<file path="src/rtl/core/tctq_pkg.sv">
`timescale 1ns / 1ps

package tctq_pkg;

	// Command codes carried in the mode field.
	localparam logic [1:0] MODE_SERVE      = 2'd0;
	localparam logic [1:0] MODE_ENQ_NORMAL = 2'd1;
	localparam logic [1:0] MODE_ENQ_PRIO   = 2'd2;
	localparam logic [1:0] MODE_IGNORE     = 2'd3;

	// Result status codes.
	localparam logic [2:0] ST_ENQ     = 3'd0;
	localparam logic [2:0] ST_SERVED  = 3'd1;
	localparam logic [2:0] ST_EMPTY   = 3'd2;
	localparam logic [2:0] ST_FULL    = 3'd3;
	localparam logic [2:0] ST_IGNORED = 3'd4;

	// Fixed field widths of the two channels.
	localparam int unsigned TICKET_W = 32;
	localparam int unsigned OCC_W    = 5;

	// Input beat.
	typedef struct packed {
		logic [1:0]          mode;
		logic [TICKET_W-1:0] ticket_code;
	} in_item_t;

	// Output beat.
	typedef struct packed {
		logic [2:0]          status;
		logic [TICKET_W-1:0] served_code;
		logic                served_was_priority;
		logic [OCC_W-1:0]    occupancy;
	} out_item_t;

	// Commands from the controller to the datapath.
	typedef struct packed {
		logic capture;
		logic exec;
		logic load;
	} dp_cmd_t;

endpackage

</file>
<file path="src/rtl/core/tctq_ctrl.sv">
`timescale 1ns / 1ps

module tctq_ctrl (
	input  logic              clk,
	input  logic              arst_n,
	input  logic              in_valid,
	output logic              in_stall,
	output logic              out_valid,
	input  logic              out_stall,
	output tctq_pkg::dp_cmd_t cmd
);

	localparam logic [1:0] S_IDLE = 2'd0;
	localparam logic [1:0] S_EXEC = 2'd1;
	localparam logic [1:0] S_DONE = 2'd2;

	logic [1:0] state_q;
	logic [1:0] state_next;
	logic       out_valid_q;
	logic       out_free;
	logic       accept;

	// The output register can take a new result when it is empty or drains now.
	assign out_free = !out_valid_q || !out_stall;

	// A new item enters when idle, or while the finished result moves out.
	assign in_stall  = !((state_q == S_IDLE) || ((state_q == S_DONE) && out_free));
	assign accept    = in_valid && !in_stall;
	assign out_valid = out_valid_q;

	// Commands to the datapath.
	always_comb begin
		cmd.capture = accept;
		cmd.exec    = (state_q == S_EXEC);
		cmd.load    = (state_q == S_DONE) && out_free;
	end

	// Next state.
	always_comb begin
		state_next = state_q;
		unique case (state_q)
			S_IDLE: begin
				if (accept) begin
					state_next = S_EXEC;
				end
			end
			S_EXEC: begin
				state_next = S_DONE;
			end
			S_DONE: begin
				if (out_free) begin
					state_next = accept ? S_EXEC : S_IDLE;
				end
			end
			default: begin
				state_next = S_IDLE;
			end
		endcase
	end

	// State and output valid flag.
	always_ff @(posedge clk or negedge arst_n) begin
		if (!arst_n) begin
			state_q     <= S_IDLE;
			out_valid_q <= 1'b0;
		end else begin
			state_q <= state_next;
			if (cmd.load) begin
				out_valid_q <= 1'b1;
			end else if (!out_stall) begin
				out_valid_q <= 1'b0;
			end
		end
	end

endmodule

</file>
<file path="src/rtl/core/tctq_dpath.sv">
`timescale 1ns / 1ps

module tctq_dpath #(
	parameter int unsigned QUEUE_DEPTH = 16,
	parameter int unsigned CODE_BITS   = 32
) (
	input  logic                clk,
	input  logic                arst_n,
	input  tctq_pkg::dp_cmd_t   cmd,
	input  tctq_pkg::in_item_t  in_item,
	output tctq_pkg::out_item_t out_item
);

	localparam int unsigned AW = (QUEUE_DEPTH > 1) ? $clog2(QUEUE_DEPTH) : 1;
	localparam int unsigned CW = $clog2(QUEUE_DEPTH + 1);
	localparam int unsigned SW = (CODE_BITS < tctq_pkg::TICKET_W) ?
		CODE_BITS : tctq_pkg::TICKET_W;
	localparam logic [AW-1:0] LAST_IDX = AW'(QUEUE_DEPTH - 1);
	localparam logic [CW-1:0] FULL_CNT = CW'(QUEUE_DEPTH);

	// Ticket stores, one per class.
	logic [SW-1:0] prio_mem [QUEUE_DEPTH];
	logic [SW-1:0] norm_mem [QUEUE_DEPTH];

	logic [1:0]    mode_q;
	logic [SW-1:0] code_q;
	logic [AW-1:0] p_head_q, p_tail_q, n_head_q, n_tail_q;
	logic [CW-1:0] p_cnt_q, n_cnt_q;
	logic [SW-1:0] prio_rd_q, norm_rd_q;
	logic [2:0]    status_q;
	logic          was_prio_q;
	logic [tctq_pkg::OCC_W-1:0] occ_q;
	tctq_pkg::out_item_t out_q;

	logic          full;
	logic          pop_p, pop_n, push_p, push_n;
	logic [CW-1:0] total, total_next;
	logic [2:0]    status_next;
	logic [CW+tctq_pkg::OCC_W-1:0] total_ext;

	// Ring index advance with wrap at the last entry.
	function automatic logic [AW-1:0] wrap_next(input logic [AW-1:0] idx);
		logic [AW-1:0] nxt;
		nxt = (idx == LAST_IDX) ? '0 : idx + AW'(1);
		return nxt;
	endfunction

	// Capture the accepted command.
	always_ff @(posedge clk) begin
		if (cmd.capture) begin
			mode_q <= in_item.mode;
			code_q <= in_item.ticket_code[SW-1:0];
		end
	end

	// Decide the action from the class counts.
	always_comb begin
		total  = p_cnt_q + n_cnt_q;
		full   = (total == FULL_CNT);
		pop_p  = 1'b0;
		pop_n  = 1'b0;
		push_p = 1'b0;
		push_n = 1'b0;
		status_next = tctq_pkg::ST_IGNORED;
		total_next  = total;
		case (mode_q) inside
			tctq_pkg::MODE_SERVE: begin
				if (p_cnt_q != '0) begin
					pop_p       = 1'b1;
					status_next = tctq_pkg::ST_SERVED;
					total_next  = total - CW'(1);
				end else if (n_cnt_q != '0) begin
					pop_n       = 1'b1;
					status_next = tctq_pkg::ST_SERVED;
					total_next  = total - CW'(1);
				end else begin
					status_next = tctq_pkg::ST_EMPTY;
				end
			end
			tctq_pkg::MODE_ENQ_NORMAL, tctq_pkg::MODE_ENQ_PRIO: begin
				if (full) begin
					status_next = tctq_pkg::ST_FULL;
				end else begin
					push_p      = (mode_q == tctq_pkg::MODE_ENQ_PRIO);
					push_n      = (mode_q == tctq_pkg::MODE_ENQ_NORMAL);
					status_next = tctq_pkg::ST_ENQ;
					total_next  = total + CW'(1);
				end
			end
			default: begin
				status_next = tctq_pkg::ST_IGNORED;
			end
		endcase
		total_ext = (CW + tctq_pkg::OCC_W)'(total_next);
	end

	// Pointers and counts of both classes.
	always_ff @(posedge clk or negedge arst_n) begin
		if (!arst_n) begin
			p_head_q <= '0;
			p_tail_q <= '0;
			n_head_q <= '0;
			n_tail_q <= '0;
			p_cnt_q  <= '0;
			n_cnt_q  <= '0;
		end else if (cmd.exec) begin
			if (pop_p) begin
				p_head_q <= wrap_next(p_head_q);
				p_cnt_q  <= p_cnt_q - CW'(1);
			end
			if (pop_n) begin
				n_head_q <= wrap_next(n_head_q);
				n_cnt_q  <= n_cnt_q - CW'(1);
			end
			if (push_p) begin
				p_tail_q <= wrap_next(p_tail_q);
				p_cnt_q  <= p_cnt_q + CW'(1);
			end
			if (push_n) begin
				n_tail_q <= wrap_next(n_tail_q);
				n_cnt_q  <= n_cnt_q + CW'(1);
			end
		end
	end

	// Store writes and registered head reads.
	always_ff @(posedge clk) begin
		if (cmd.exec) begin
			if (push_p) begin
				prio_mem[p_tail_q] <= code_q;
			end
			if (push_n) begin
				norm_mem[n_tail_q] <= code_q;
			end
			prio_rd_q  <= prio_mem[p_head_q];
			norm_rd_q  <= norm_mem[n_head_q];
			status_q   <= status_next;
			was_prio_q <= pop_p;
			occ_q      <= total_ext[tctq_pkg::OCC_W-1:0];
		end
	end

	// Output register; the served code is zero unless a ticket left.
	always_ff @(posedge clk) begin
		if (cmd.load) begin
			out_q.status              <= status_q;
			out_q.served_was_priority <= was_prio_q;
			out_q.occupancy           <= occ_q;
			if (status_q == tctq_pkg::ST_SERVED) begin
				out_q.served_code <= was_prio_q ? tctq_pkg::TICKET_W'(prio_rd_q) :
					tctq_pkg::TICKET_W'(norm_rd_q);
			end else begin
				out_q.served_code <= '0;
			end
		end
	end

	assign out_item = out_q;

endmodule

</file>
<file path="src/rtl/core/two_class_ticket_queue.sv">
`timescale 1ns / 1ps
// Flow: a result reaches the output register through capture, execute and load; the load waits while the
// output register holds a stalled beat. A new item is accepted when idle or while the previous result loads; each item
// holds one controller pass of execute (store access and pointer update) and load.
// Reset: asynchronous, active low; both classes empty, all ring indices at zero.
// Ticket stores are not cleared; only entries already written are ever served.

module two_class_ticket_queue #(
	parameter int unsigned QUEUE_DEPTH = 16,
	parameter int unsigned CODE_BITS   = 32
) (
	input  logic                clk,
	input  logic                arst_n,
	input  logic                in_valid,
	output logic                in_stall,
	input  tctq_pkg::in_item_t  in_item,
	output logic                out_valid,
	input  logic                out_stall,
	output tctq_pkg::out_item_t out_item
);

	tctq_pkg::dp_cmd_t cmd;

	// Sequencing of capture, execute and output load.
	tctq_ctrl u_ctrl (
		.clk       (clk),
		.arst_n    (arst_n),
		.in_valid  (in_valid),
		.in_stall  (in_stall),
		.out_valid (out_valid),
		.out_stall (out_stall),
		.cmd       (cmd)
	);

	// Ticket stores, ring pointers and result registers.
	tctq_dpath #(
		.QUEUE_DEPTH (QUEUE_DEPTH),
		.CODE_BITS   (CODE_BITS)
	) u_dpath (
		.clk      (clk),
		.arst_n   (arst_n),
		.cmd      (cmd),
		.in_item  (in_item),
		.out_item (out_item)
	);

endmodule

</file>
<file path="config.mk">
export PLATFORM = sky130hd
export DESIGN_NAME = two_class_ticket_queue
export DESIGN_NICKNAME = d
export VERILOG_FILES = /design/src/rtl/core/tctq_pkg.sv /design/src/rtl/core/tctq_ctrl.sv /design/src/rtl/core/tctq_dpath.sv /design/src/rtl/core/two_class_ticket_queue.sv
export SDC_FILE = /design/constraint.sdc
export NUM_CORES = 1
export LEC_CHECK = 0
export BUFFER_PORTS_ARGS = -buffer_cell sky130_fd_sc_hd__buf_2
export CORE_MARGIN = 2
export CORE_UTILIZATION = 55
export CTS_BUF_LIST = sky130_fd_sc_hd__clkbuf_2
export CTS_CLUSTER_SIZE = 10
export DETAILED_ROUTE_END_ITERATION = 7
export HOLD_SLACK_MARGIN = 0.12
export PLACE_DENSITY = 0.71
export SLEW_MARGIN = 10
export SYNTH_ARGS = -nofsm -noshare
export SYNTH_HDL_FRONTEND = slang
export SYNTH_SLANG_ARGS = --single-unit
</file>
<file path="constraint.sdc">
create_clock -name clk -period 14.8 [get_ports clk]
set_clock_uncertainty 0.05 [all_clocks]
set_input_delay 1.48 -clock clk [delete_from_list [all_inputs] [get_ports clk]]
set_output_delay 1.48 -clock clk [all_outputs]
set_load 0.01 [all_outputs]
</file>
==> reports/metrics.yaml <==
detail_route.wl_per_cell_um: 26.3
numCtsBuffers: 308
cp-start-kind: "input port"
endpoint_kind: "primary output"
hold_ws_ns: 0.381
grt_pass1_wl_um: 157000
syn_inst: 2396
grt_max_degree: 68
synth_top_area_cell: "edfxtp_1"
dominantRegCellSynth: "edfxtp_1"
worstPathCellList: "dlygate4sd3_1 -> buf_2 -> a31o_2 -> buf_2"
io_pins: 81
cts_tree: "built"
synthToLayoutAreaGrowth_pct: 10.1
syn_nets: 2458
slew_headroom_pct: 13.5
ys_top_cells_by_count: "edfxtp_1 (1,172), mux2i_1 (226), o21ai_0 (138), mux4_2 (128), nand2_1 (92)"
postPlaceCellArea_um2: 48100
globalplace.congestion: 0.818
peakVddDrop_mv: 0.0924
initial_core_util_pct: 55.4
cp_data_arrival_time_ns: 2.61
yosys_warnings: 0
fin_util_pct: 61.0
syn_area_per_cell_um2: 19.3
p_total_mw: 7.86
critical_path_peak_fanout: 3
nets: 2818
netlist_area_um2: 46300
status: "finished, final reports clean"
antenna_found_initial: 3
yosysMostFrequentCell: "edfxtp_1"
finalHoldViolCount: 0
grt_overflow: 0
critPathKind: "input port to primary output"
fmax_ghz: 0.242
drc_errors: 0
dr.pass1.iters: 5
htreeDepth: 5
routed_wl_um: 107000
drtAntennaViolNets: 0
clk_latency_ns: 1.51
dpl.hpwl_um: 60500
finalCriticalPeriod_ns: 4.14
finalCritPeriodShare_pct: 28.0
max_stage_delay_ns: 0.55
tns_ns: 0
clkTransAtPathRegs_ns: 0.10
vias_per_cell: 6.06
portBuffers: 80
finalMaxSlewViolations: 0
synth_cell_types: 50
num_vias: 24532
ys_async_sr_fraction_pct: 2.41
die_area_um2: 86500
finalInstanceArea_um2: 51000
rows: 106
ys_seq_elements: 1201
yosysSeqAreaShare_pct: 77.6
ctsResizeCount: 0
p_per_area_nw_per_um2: 154
root_buffer: "clkbuf_2"
cts.sink_count: 1201
cp_top_family: "buffers and inverters"
fp.dieW_um: 294
synth_area_leaders: "edfxtp_1 (76%), mux4_2 (6.2%), mux2i_1 (4.9%)"
first_global_vias: 24812
min_path_type: "flip-flop to flip-flop"
setup_violations: 0
clk_path_buf_depth: 4
synth.top_cell.area_share_pct: 76.0
drtIter0Drc: 2248
cp.required_ns: 13.27
tightest_slew_ns: 1.30
rsz0062_at_grt: "no"
synth_edf_count: 1172
fp.dieH_um: 294
core_area_um2: 83600
power.leakage_nw: 17.3
critPathBufInv: 3
crit_top_cell: "buf_2"
crit_slowest_cell: "dlygate4sd3_1"
grt_use_total_pct: 24.9
cts_setup_buffers: 0
final_layout_size_suffix_gt1_share_pct: 28.1
drv_cap: 0
cts_hold_buf: 37
==> placed cells by master, fill, tap and decap left out, drive strengths merged, types with 24 or more instances in the layout <==
master,netlist,final
a221oi,64,64
mux2i,226,226
buf,42,132
nand2,92,92
a22oi,66,66
nor2,48,48
dfrtp,29,29
a21oi,87,87
mux2,72,72
dlygate4sd3,0,37
o21ai,145,145
clkinv,0,77
and2,24,24
edfxtp,1172,1172
clkbuf,77,430
mux4,128,128
==> routing by layer <==
| metal | global-route usage [%] | wire length (um) | part of all wire (%) |
|---|---|---|---|
| met1 | 33.3 | 42300 | 40 |
| met2 | 40.8 | 53400 | 50 |
| met3 | 5.00 | 7960 | 7.5 |
| met4 | 9.82 | 2870 | 2.7 |
| met5 | 0 | 0 | 0 |
==> path summary, 6_finish.rpt <==
kind,to,slack (ns),from,cells after the start
hold / removal,u_dpath.out_item[1],0.38,u_dpath.occ_q[1],0
hold reg to reg,u_dpath.out_item[1],0.38,u_dpath.occ_q[1],0
min in group asynchronous,u_dpath.p_tail_q[1],0.51,arst_n,2
setup reg to reg,u_dpath.prio_mem[3][21],10.69,u_dpath.p_cnt_q[0],10
max in group asynchronous,u_dpath.n_head_q[1],13.53,arst_n,2
setup / recovery,in_stall,10.66,out_stall,4
==> final cells by class <==
class / instances / area, um2
clock inverter: 83 / 360
sequential: 1201 / 35900
inverter: 17 / 63.8
tap: 1080 / 1350
antenna: 7 / 17.5
fill: 5975 / 32600
clock buffer: 430 / 2150
multi-input combinational: 1059 / 9940
timing repair buffer: 169 / 1170
==> flip-flops by register name (all words and copies together) (netlist names), 5 cells and up <==
register           cells
u_dpath.code_q        32
u_dpath.prio_mem     512
u_dpath.p_cnt_q        5
u_dpath.norm_mem     512
u_dpath.prio_rd_q     32
u_dpath.norm_rd_q     32
u_dpath.out_item      41
u_dpath.n_cnt_q        5
u_dpath.occ_q          5
==> power breakdown <==
| part | internal [mW] | leakage (nW) | switching, mW | total (mW) |
|---|---|---|---|---|
| sequential | 3.89 | 11.0 | 0.152 | 4.04 |
| clock | 0.794 | 1.95 | 1.27 | 2.06 |
| combinational | 0.778 | 4.36 | 0.978 | 1.76 |
| total | 5.46 | 17.3 | 2.40 | 7.86 |
==> cell families (layout without fill, tap and decap cells) <==
group           after synthesis  count (layout)  share of synthesized area [%]
flops                      1201            1201                           77.6
mux                         426             426                           12.9
compound gates              374             374                           5.12
simple gates                212             212                           2.12
buf+inv                     136             699                           1.19
fa+ha+maj                    24              24                          0.665
xor+xnor                     23              23                          0.451
other cells                   0               7                              0
==> per-stage QoR <==
| step | std cells | worst slack (ns) |
|---|---|---|
| 6_report | 4046 | 10.66 |
| 5_1_grt | 4045 | 10.40 |
| 4_1_cts | 4038 | 10.61 |
| 3_5_place_dp | 3488 | 10.63 |
| 3_3_place_gp | 3488 | 10.70 |
| 2_1_floorplan | 2396 | 6.95 |
Power figures use the tool's default switching activity.
